<file path="src/hw/rtl/arp_resolver_cache_macros.svh">
// ----------------------------------------------------------------------------
// arp_resolver_cache_macros: assertion helpers
// Concurrent checks that drop out when SYNTH is defined.
// ----------------------------------------------------------------------------
`ifndef ARP_RESOLVER_CACHE_MACROS_SVH
`define ARP_RESOLVER_CACHE_MACROS_SVH
`ifndef SYNTH
`define ARC_ASSERT(lbl, clk, rst, prop) \
  lbl: assert property (@(posedge clk) disable iff (rst) prop) else $error("arc check failed");
`define ARC_NEVER(lbl, clk, rst, expr) `ARC_ASSERT(lbl, clk, rst, !(expr))
`else
`define ARC_ASSERT(lbl, clk, rst, prop)
`define ARC_NEVER(lbl, clk, rst, expr)
`endif
`endif

</file>
<file path="src/hw/rtl/arc_ram.sv">
// ----------------------------------------------------------------------------
// arc_ram: generic single-write, single-read RAM
// One write port, one read port with registered read data.
// ----------------------------------------------------------------------------
`timescale 1ns / 1ps

module arc_ram #(
  parameter int WIDTH = 8,
  parameter int DEPTH = 16
) (
  input  logic                                         clk,
  input  logic                                         we,
  input  logic [((DEPTH > 1) ? $clog2(DEPTH) : 1)-1:0] waddr,
  input  logic [WIDTH-1:0]                             wdata,
  input  logic [((DEPTH > 1) ? $clog2(DEPTH) : 1)-1:0] raddr,
  output logic [WIDTH-1:0]                             rdata
);

  logic [WIDTH-1:0] mem [DEPTH];

  always_ff @(posedge clk) begin
    if (we) begin
      mem[waddr] <= wdata;
    end
    rdata <= mem[raddr];
  end

endmodule

</file>
<file path="config.mk">
export PLATFORM = sky130hd
export DESIGN_NAME = arc_ram
export DESIGN_NICKNAME = d
export VERILOG_FILES = /design/src/hw/rtl/arp_resolver_cache_macros.svh /design/src/hw/rtl/arc_ram.sv
export SDC_FILE = /design/constraint.sdc
export NUM_CORES = 1
export LEC_CHECK = 0
export ABC_AREA = 1
export ABC_CLOCK_PERIOD_IN_PS = 1150
export BUFFER_PORTS_ARGS = -buffer_cell sky130_fd_sc_hd__clkbuf_2
export CAP_MARGIN = 20
export CORE_MARGIN = 2
export CORE_UTILIZATION = 55
export CTS_CLUSTER_SIZE = 20
export DETAILED_ROUTE_END_ITERATION = 10
export GPL_TIMING_DRIVEN = 1
export PLACE_DENSITY = 0.75
export SLEW_MARGIN = 20
export SYNTH_ARGS = -nofsm -noshare
export SYNTH_HDL_FRONTEND = slang
export SYNTH_SLANG_ARGS = --single-unit
</file>
<file path="constraint.sdc">
create_clock -name clk -period 1.15 [get_ports clk]
set_clock_uncertainty 0.05 [all_clocks]
set_input_delay 0.1725 -clock clk [delete_from_list [all_inputs] [get_ports clk]]
set_output_delay 0.1725 -clock clk [all_outputs]
set_load 0.03 [all_outputs]
</file>
# ---- Word level (Yosys, flattened, before mapping)
# Memory sizes are Yosys's and may differ from the RTL's. A register that Yosys moved wholly into a read port is not among the register bits.
# Index checks and enable logic that the tools add are counted.
dict set report classes {
  n_addsub 0
  multipliers 0
  n_div 0
  n_lt_le_gt_ge 0
  n_eq_ne 0
  n_shift 0
  n_mux 2
  bitwise_logic 0
  n_reduce_logical 0
}
# operator count
set ops {}
lappend ops {{1-bit 2-to-1 mux} 2}
dict set report totals {
  register_bits 0
  latch_bits 0
  ram_bits 128
  mem_bits_ro 0
  inputBits 18
  out_inout_bits 8
  wordCells 3
  memories 1
}
# name words word_bits read_ports rd_ports_with_merged_regs wr line_no
set memory_table {}
lappend memory_table {mem 16 8 1 1 1 arc_ram.sv:19} ;# logic [WIDTH-1:0] mem [DEPTH];

# ---- Longest topological paths before layout
# Gate-level depths: netlist of run 1.
dict set report depth {
  ltp_word 2
  mapped_depth 8
  mapped_depth_nobuf 7
}

# ---- Least setup slack after synthesis of run 1
# No wires, ideal clock.
dict set report synth_timing {
  path_kind {input -> register}
  start {input waddr[3] in the netlist's numbering}
  end {memory mem[4][0], enable pin}
  setup_time_ns 0.370
  t_arrival_ns 0.753
  t_required_ns 0.730
  path_slack_ns -0.023
  path_stages 2
  n_path_buf 0
  path_cell_list {nand3b_1 -> nor2_1}
}
# element line_no
set synth_lines {}
lappend synth_lines {{start, declared} arc_ram.sv:13} ;# input logic [((DEPTH > 1) ? $clog2(DEPTH) : 1)-1:0] waddr,
lappend synth_lines {{end, declared} arc_ram.sv:19}
# Straight into the memory's write port.

# ---- Worst setup path after layout of run 1
dict set report layout_timing {
  start {register rdata[3] (read register of mem)}
  end {output rdata[3]}
}
# element line_no
set layout_lines {}
lappend layout_lines {{start, declared} arc_ram.sv:16} ;# output logic [WIDTH-1:0] rdata
# No word-level cell between the ends.

==> impl_summary.log, run 1 <==
INFO  metric status = finished, violations left
INFO  metric violations_in_the_final_reports = negative setup slack
INFO  metric yosys-top-cells-area = sky130_fd_sc_hd__edfxtp_1 (67%), sky130_fd_sc_hd__nand2_1 (11%), sky130_fd_sc_hd__nand3_1 (8.4%)
INFO  metric utilization = 67.0%
INFO  metric synth_top_cell_by_area = sky130_fd_sc_hd__edfxtp_1
INFO  metric flip_flop_and_latch_count_after_synthesis = 136
INFO  metric grt.total_usage = 24.7%
INFO  metric timing.slew.headroom = 70.7%
INFO  metric gr_overflow_total = 0
INFO  metric post_drt_via_cell_ratio = 5.28
INFO  metric clockRootBuffer = sky130_fd_sc_hd__clkbuf_8
INFO  metric grt_pass1_vias = 3,891
INFO  metric start_util = 56.4%
INFO  metric final_max_slew_viol_count = 0
INFO  metric cts-htree-levels = 4
INFO  metric post_synthesis_area_per_instance = 10.5 µm²
INFO  metric slowest_cp_cell = sky130_fd_sc_hd__dfxtp_2
INFO  metric min_path_type = in2reg
INFO  metric critical_path.max_stage_delay = 0.36 ns
INFO  metric drt_wl_total = 13.2 mm
INFO  metric design.die.area = 0.0113 mm²
INFO  metric syn-num-nets = 569
INFO  metric final_min_period_over_clock_period = 107%
INFO  metric die_width = 106 µm
INFO  metric drt-pass1-iter-count = 5
INFO  metric cp.buffers_inverters = 1
INFO  metric grt_first_pass_wirelength = 20.3 mm
INFO  metric num_antenna_cells = 0
INFO  metric layout-drive-gt1-share = 15.2%
INFO  metric antenna_violations_before_repair = 0
INFO  metric timing.reg2reg.setup_slack = 0.05 ns
INFO  metric final_critical_path_setup_slack = -0.0762 ns
INFO  metric syn-cell-area = 0.00577 mm²
INFO  metric io_buffer_count = 25
INFO  metric clk_pin_slew_worst_paths = 0.06 ns
INFO  metric finish.cell_count_without_fillers = 747
INFO  metric detailedPlacementHpwl = 8.07 mm
INFO  metric syn2layout_area_growth = 18.9%
INFO  metric power_density = 1710 mW/mm²
INFO  metric tritoncts = yes
INFO  metric min_period = 1.23 ns
INFO  metric gp_congestion = 0.834
INFO  metric clk_latency = 0.52 ns
INFO  metric syn-instance-count = 551
INFO  metric timing.critical_path.fanout_max = 1
INFO  metric endpoint_kind = output port
INFO  metric cellLeakagePower = 2.99 nW
INFO  metric detailroute.via_count = 3,943
INFO  metric setup-violations-final = 8
INFO  metric wl_per_cell = 17.6 µm
INFO  metric yosysSeqAreaShare = 69.4%
INFO  metric irDropWorstVdd = 1050 µV
INFO  metric max_slew.worst_pin.slew = 0.439 ns
INFO  metric worstPathCellList = buf_8
INFO  metric die_h = 106 µm
INFO  metric post_placement_worst_setup_slack = -0.178 ns
INFO  metric synthDominantCellAreaShare = 66.7%
INFO  metric holdBufCountCts = 0
INFO  metric grt_start_max_net_pins = 64
INFO  metric crit_required = 0.93 ns
INFO  metric stdcell_area = 0.00686 mm²
INFO  metric cts_max_path_buffers = 2
INFO  metric crit_path_start_kind = flop
INFO  metric detail-route-antenna-nets = 0
INFO  metric numClockSinks = 136
INFO  metric cpLargestDelayFamily = flip-flops
INFO  metric remaining_drc_errors = 0
INFO  metric standard_cell_row_count = 37
INFO  metric final_hold_viol_count = 0
INFO  metric dpl.cell_count = 716
INFO  metric max_cap_viol_count = 0
INFO  metric start_to_end_type_of_the_worst_setup_path = reg2out
INFO  metric iteration_0_drc_count_of_the_detailed_router = 333
INFO  metric floorplan.io_pins = 26
INFO  metric fp.coreArea = 0.0102 mm²
INFO  metric post_synth_num_cell_types = 12
INFO  metric crit_arrival = 1.00 ns
INFO  metric final_nets = 617
INFO  metric placed_area = 0.00618 mm²
INFO  metric max_freq = 816 MHz
INFO  metric synth.yosys.warnings = 0
INFO  metric cts_made_buffers = 17
INFO  metric grt_setup_unrepaired = yes
==> what timing repair did <==
| action | in CTS | in global routing |
|---|---|---|
| setup endpoints to repair | 8 | 10 |
| gates resized for setup | 24 | 10 |
| buffers inserted | 0 | 0 |
==> flip-flops by register name, indices dropped and copies added (netlist names) <==
name	cells
mem	128
rdata	8
==> worst paths after layout <==
path         depth (start not counted)       start  endpoint
max                                  1    rdata[3]  rdata[3]
min                                  4    raddr[3]  rdata[6]
max reg2reg                          6  mem[13][3]  rdata[3]
min reg2reg                          6  mem[10][6]  rdata[6]
==> cells in the mapped netlist (all sizes together) <==
| library cell | count |
|---|---|
| inv | 102 |
| nor2 | 17 |
| dfxtp | 8 |
| nand3 | 97 |
| nand2 | 173 |
| buf | 24 |
| edfxtp | 128 |
| nand3b | 2 |
==> power by group <==
part           leakage (nW)  switching (W)  total [W]  internal (W)
sequential             1.22      0.0000494    0.00560       0.00555
clock                 0.272        0.00197    0.00526       0.00328
combinational          1.50       0.000552   0.000850      0.000298
total                  2.99        0.00257     0.0117       0.00913
==> placed cells by master (no fill, tap or decap), drive strengths merged <==
master / n
buf: 36
bufinv: 3
clkbuf: 36
clkinv: 5
clkinvlp: 3
dfxtp: 8
edfxtp: 128
inv: 103
nand2: 173
nand3: 97
nand3b: 2
nor2: 17
==> cell type report <==
| class | instances | area [µm²] |
|---|---|---|
| multi-input combinational | 289 | 1220 |
| clock inverter | 12 | 153 |
| fill | 724 | 3380 |
| sequential | 136 | 4010 |
| clock buffer | 19 | 422 |
| timing repair buffer | 53 | 490 |
| tap | 136 | 170 |
| inverter | 102 | 383 |
==> metrics by stage <==
stage                     hold slack [ns]  TNS (ns)  power, W
after floorplan                     0.221     -1.49   0.00613
after global placement              0.567     -2.38   0.00643
after detailed placement            0.568     -4.49   0.00646
after CTS                          0.0468    -0.653    0.0117
after global routing               0.0577    -0.613    0.0120
final                              0.0697    -0.394    0.0117
==> per-layer routing <==
metal  global-route usage (%)  vias to the layer above  wire length [µm]
met5                        0                        -                 0
met4                     9.87                        0               283
met3                     5.70                       31              1110
met2                     40.8                      194              6650
met1                     31.8                     1851              5130
li1                         -                     1867                 -
==> logic make-up after synthesis <==
kind of cell	count (synthesis)	synth area share, %
flops	136	69.4
simple gates	289	21.0
buf+inv	126	9.52
No activity file was read; power rests on OpenSTA's default activity.
==> inputs of run 2 (changes only) <==
- GPL_TIMING_DRIVEN: 1 -> 0
- REMOVE_ABC_BUFFERS: unset -> 1
==> impl_summary.log, run 2 (synthesized netlist as in run 1, its figures left out) <==
INFO  metric status = finished, violations left
INFO  metric violations_in_the_final_reports = negative setup slack
INFO  metric layout_top_registers = mem (128), rdata (8)
INFO  metric endpoint_kind = output port
INFO  metric clk_latency = 0.53 ns
INFO  metric critical_path.max_stage_delay = 0.32 ns
INFO  metric power_density = 1740 mW/mm²
INFO  metric gp_congestion = 0.851
INFO  metric worstSetupPathDepth = 1
INFO  metric design.die.area = 0.0113 mm²
INFO  metric setup-violations-final = 16
INFO  metric hold_path_startpoint = wdata[6]
INFO  metric tritoncts = yes
INFO  metric min_period = 1.21 ns
INFO  metric timing.reg2reg.setup_slack = 0.05 ns
INFO  metric crit_start = rdata[6]
INFO  metric cellLeakagePower = 2.84 nW
INFO  metric commonest_non_fill_non_tap_cell_in_the_layout = sky130_fd_sc_hd__nand2_1
INFO  metric drt-pass1-iter-count = 5
INFO  metric detailedPlacementHpwl = 7.07 mm
INFO  metric largest-register = mem
INFO  metric whs_endpoint = mem[15][6]
INFO  metric post_drt_via_cell_ratio = 5.43
INFO  metric regToRegStartpoint = mem[5][1]
INFO  metric die_h = 106 µm
INFO  metric iteration_0_drc_count_of_the_detailed_router = 344
INFO  metric final_min_period_over_clock_period = 105%
INFO  metric floorplan.io_pins = 26
INFO  metric crit_arrival = 0.99 ns
INFO  metric min_path_type = in2reg
INFO  metric grt_first_pass_wirelength = 19.4 mm
INFO  metric drt_wl_total = 12.4 mm
INFO  metric antenna_violations_before_repair = 0
INFO  metric detailroute.via_count = 3,913
INFO  metric totalPowerFinal = 0.0116 W
INFO  metric cts-htree-levels = 4
INFO  metric clockRootBuffer = sky130_fd_sc_hd__clkbuf_8
INFO  metric io_buffer_count = 25
INFO  metric final_nets = 590
INFO  metric final_critical_path_setup_slack = -0.0581 ns
INFO  metric cp.buffers_inverters = 1
INFO  metric grt_setup_unrepaired = yes
INFO  metric start_util = 56.4%
INFO  metric cts_max_path_buffers = 2
INFO  metric utilization = 64.9%
INFO  metric fp.coreArea = 0.0102 mm²
INFO  metric final_hold_viol_count = 0
INFO  metric gr_overflow_total = 0
INFO  metric rr_worst_depth = 6
INFO  metric slowest_cp_cell = sky130_fd_sc_hd__dfxtp_2
INFO  metric detail-route-antenna-nets = 0
INFO  metric syn2layout_area_growth = 15.1%
INFO  metric grt_pass1_vias = 3,906
INFO  metric worstPathCellList = buf_8
INFO  metric largest_reg_flops = 128
INFO  metric cpLargestDelayFamily = flip-flops
INFO  metric die_width = 106 µm
INFO  metric num_antenna_cells = 0
INFO  metric timing.slew.headroom = 43.3%
INFO  metric max_freq = 828 MHz
INFO  metric crit_required = 0.93 ns
INFO  metric timing.hold.worst_path_depth = 1
INFO  metric irDropWorstVdd = 1090 µV
INFO  metric layout-drive-gt1-share = 12.6%
INFO  metric setup-tns-final = -0.428 ns
INFO  metric r2r-end = rdata[1]
INFO  metric standard_cell_row_count = 37
INFO  metric remaining_drc_errors = 0
INFO  metric numClockSinks = 136
INFO  metric timing.critical_path.fanout_max = 1
INFO  metric clk_pin_slew_worst_paths = 0.06 ns
INFO  metric wl_per_cell = 17.2 µm
INFO  metric crit_path_start_kind = flop
INFO  metric max_slew.worst_pin.slew = 0.847 ns
INFO  metric start_to_end_type_of_the_worst_setup_path = reg2out
INFO  metric final_cell_mix = sky130_fd_sc_hd__nand2_1 (173), sky130_fd_sc_hd__edfxtp_1 (128), sky130_fd_sc_hd__inv_1 (99)
INFO  metric grt_start_max_net_pins = 66
INFO  metric cts_made_buffers = 17
INFO  metric grt.total_usage = 23.5%
INFO  metric max_cap_viol_count = 0
INFO  metric final_max_slew_viol_count = 0
[run 2: changes by cell type in the layout (fill, tap and decap cells not counted), moves of 3 or more]
| cell | change |
|---|---|
| sky130_fd_sc_hd__nand3_1 | -4 |
| sky130_fd_sc_hd__clkbuf_2 | -3 |
| sky130_fd_sc_hd__buf_12 | -6 |
| sky130_fd_sc_hd__nand3_2 | +4 |
| sky130_fd_sc_hd__buf_4 | -22 |
| sky130_fd_sc_hd__clkbuf_8 | +4 |
[run 2: timing repair]
item / CTS / global route
hold buffers: 1 / 0
pin swaps: 0 / 3
endpoints found under the hold margin: 4 / 0
buffers inserted: 0 / 0
setup endpoints to repair: 16 / 22
gates resized for setup: 28 / 20
[run 2: worst max path at each step]
stage / end / slack [ns]
final: rdata[6] / -0.06
after global routing: rdata[0] / -0.09
after CTS: rdata[6] / -0.1
after detailed placement: rdata[1] / -1.25
after global placement: rdata[0] / -1.66
after floorplan: rdata[2] / -0.05
[run 2: per-layer routing]
| metal | track usage [%] | wire length (µm) |
|---|---|---|
| met5 | 0 | 0 |
| met4 | 10.9 | 444 |
| met3 | 6.62 | 967 |
| met2 | 39.7 | 6320 |
| met1 | 27.8 | 4660 |
[run 2: area by class of cell]
| cell class | instances | area (µm²) |
|---|---|---|
| clock buffers | 21 | 459 |
| clock inverters | 11 | 123 |
| fillers | 717 | 3590 |
| inverters | 102 | 397 |
| multi-input cells | 289 | 1250 |
| flip-flops and latches | 136 | 4010 |
| well taps | 136 | 170 |
| repair buffers | 26 | 229 |
[run 2: metrics by stage]
stage          hold WS (ns)  area (µm²)  setup slack, ns  cells
6_report             0.0643        6640          -0.0581    721
5_1_grt              0.0635        6640          -0.0928    721
3_5_place_dp          0.565        5900            -1.25    688
2_1_floorplan         0.221        5600          -0.0530    527
4_1_cts              0.0460        6590          -0.0974    721
3_3_place_gp          0.559        5900            -1.66    688
[run 2: where the power goes]
| group | total [W] | switching (W) | internal [W] |
|---|---|---|---|
| Combinational | 0.000778 | 0.000536 | 0.000242 |
| Clock | 0.00521 | 0.00196 | 0.00325 |
| Sequential | 0.00559 | 0.0000417 | 0.00555 |
==> inputs of run 3 (changes only) <==
- CELL_PAD_IN_SITES_DETAIL_PLACEMENT: unset -> 1
- CELL_PAD_IN_SITES_GLOBAL_PLACEMENT: unset -> 1
- CORE_UTILIZATION: 55 -> 44
==> impl_summary.log, run 3 (synthesized netlist as in run 1, its figures left out) <==
INFO  metric start_util = 45.3%
INFO  metric cellLeakagePower = 2.86 nW
INFO  metric crit_required = 1.15 ns
INFO  metric detail-route-antenna-nets = 0
INFO  metric grt_setup_unrepaired = yes
INFO  metric grt_first_pass_wirelength = 23.3 mm
INFO  metric route.met3.wl = 649 µm
INFO  metric dr_top_layer = met4
INFO  metric timing.slew.headroom = 56.1%
INFO  metric cts_max_path_buffers = 2
INFO  metric slowest_cp_cell = sky130_fd_sc_hd__nor2_2
INFO  metric commonest_non_fill_non_tap_cell_in_the_layout = sky130_fd_sc_hd__nand2_1
INFO  metric antenna_violations_before_repair = 0
INFO  metric standard_cell_row_count = 41
INFO  metric num_antenna_cells = 0
INFO  metric cp.buffers_inverters = 1
INFO  metric detailroute.via_count = 3,860
INFO  metric detailedPlacementHpwl = 8.63 mm
INFO  metric largest_reg_flops = 128
INFO  metric crit_path_start_kind = primary input
INFO  metric min_path_type = in2reg
INFO  metric multi_input_comb_area = 0.00131 mm²
INFO  metric final_hold_viol_count = 0
INFO  metric setup-tns-final = -1.17 ns
INFO  metric number_of_filler_cells_placed_in_the_layout = 1,398
INFO  metric clk_pin_slew_worst_paths = 0.06 ns
INFO  metric drt_wl_total = 15.0 mm
INFO  metric holdBufCountCts = 0
INFO  metric final_min_period_over_clock_period = 107%
INFO  metric cpLargestDelayFamily = simple AND/OR/NAND/NOR gates
INFO  metric ff_latch_area = 0.00401 mm²
INFO  metric grt_start_max_net_pins = 66
INFO  metric iteration_0_drc_count_of_the_detailed_router = 226
INFO  metric min_period = 1.24 ns
INFO  metric wl_per_cell = 19.8 µm
INFO  metric status = finished, violations left
INFO  metric clockRootBuffer = sky130_fd_sc_hd__clkbuf_16
INFO  metric floorplan.io_pins = 26
INFO  metric crit_arrival = 1.23 ns
INFO  metric met1Wirelength = 5.93 mm
INFO  metric layout_top_registers = mem (128), rdata (8)
INFO  metric start_to_end_type_of_the_worst_setup_path = in2reg
INFO  metric numClockSinks = 136
INFO  metric grt_pass1_vias = 4,255
INFO  metric gp_congestion = 0.739
INFO  metric final_critical_path_setup_slack = -0.0851 ns
INFO  metric remaining_drc_errors = 0
INFO  metric post_drt_via_cell_ratio = 5.10
INFO  metric final_nets = 591
INFO  metric met2_length = 8.09 mm
INFO  metric largest-register = mem
INFO  metric io_buffer_count = 25
INFO  metric fp.coreArea = 0.0127 mm²
INFO  metric critical_path.max_stage_delay = 0.61 ns
INFO  metric final_max_slew_viol_count = 0
INFO  metric gr_overflow_total = 0
INFO  metric die_h = 118 µm
INFO  metric die_width = 118 µm
INFO  metric max_slew.worst_pin.slew = 0.658 ns
INFO  metric dpl.cell_count = 724
INFO  metric irDropWorstVdd = 964 µV
INFO  metric timing.critical_path.fanout_max = 8
INFO  metric worstPathCellList = clkbuf_2, nand3b_1, nor2_2
INFO  metric setup-violations-final = 28
INFO  metric grt.total_usage = 22.4%
INFO  metric totalPowerFinal = 0.0122 W
INFO  metric max_cap_viol_count = 0
INFO  metric endpoint_kind = flop
INFO  metric max_freq = 810 MHz
INFO  metric cts-htree-levels = 4
INFO  metric finish.cell_count_without_fillers = 757
INFO  metric tritoncts = yes
INFO  metric design.die.area = 0.0140 mm²
INFO  metric violations_in_the_final_reports = negative setup slack
INFO  metric syn2layout_area_growth = 17.1%
INFO  metric clk_latency = 0.42 ns
INFO  metric whs = 0.166 ns
INFO  metric cts_made_buffers = 17
INFO  metric power_density = 1810 mW/mm²
INFO  metric layout-drive-gt1-share = 14.5%
INFO  metric final_cell_mix = sky130_fd_sc_hd__nand2_1 (172), sky130_fd_sc_hd__edfxtp_1 (128), sky130_fd_sc_hd__inv_1 (98)
INFO  metric drt-pass1-iter-count = 4
[run 3: cell types whose count changed in the layout (fill, tap and decap cells not counted), sizes merged]
| cell | previous run | this run |
|---|---|---|
| buf | 8 | 5 |
| bufinv | 2 | 5 |
| clkbuf | 38 | 39 |
| clkinv | 5 | 8 |
| clkinvlp | 5 | 2 |
| dlygate4sd3 | 1 | 0 |
[run 3: worst register-to-register path: cells and delay by family, from the launching register on]
kind          cells  cell delay, ns
buf+inv           1            0.07
simple gates      5            0.47
flops             1            0.38
[run 3: final cells by class]
cell class,instances,share of cell area (%)
clock inverter,14,3.06
clock buffer,17,6.30
timing repair buffer,27,2.83
tap,172,3.19
sequential,136,59.3
inverter,102,6.00
multi-input combinational,289,19.3
[run 3: per-stage QoR]
step | utilization, % | cell area (µm²) | setup slack (ns)
floorplan | - | 5600 | -0.0530
global placement | 46.7 | 5940 | -1.91
detailed placement | 46.7 | 5950 | -1.10
CTS | 52.6 | 6690 | -0.266
global route | 53.1 | 6760 | -0.115
finish | 53.1 | 6760 | -0.0851
[run 3: worst paths after layout]
check / startpoint / end / slack, ns / depth (start not counted)
min: wdata[3] / mem[1][3] / 0.17 / 1
min reg2reg: mem[10][7] / rdata[7] / 0.62 / 6
max reg2reg: mem[9][4] / rdata[4] / 0.07 / 6
max: waddr[2] / mem[11][6] / -0.09 / 3
[run 3: what timing repair did]
item                       CTS  global route
setup endpoints to repair  126            63
hold endpoints to repair     0             0
gates resized for setup     31            19
setup buffers                2             0
pin swaps                    0             3
[run 3: report_power, final]
part / switching (W) / internal [W]
sequential: 0.0000344 / 0.00554
combinational: 0.000569 / 0.000213
clock: 0.00203 / 0.00381
total: 0.00264 / 0.00957
[run 3: metal layers]
layer / vias to the layer above / global-route usage (%)
met4: 0 / 9.30
met2: 93 / 40.5
li1: 1827 / -
met1: 1920 / 26.3
met5: - / 0
met3: 20 / 3.76
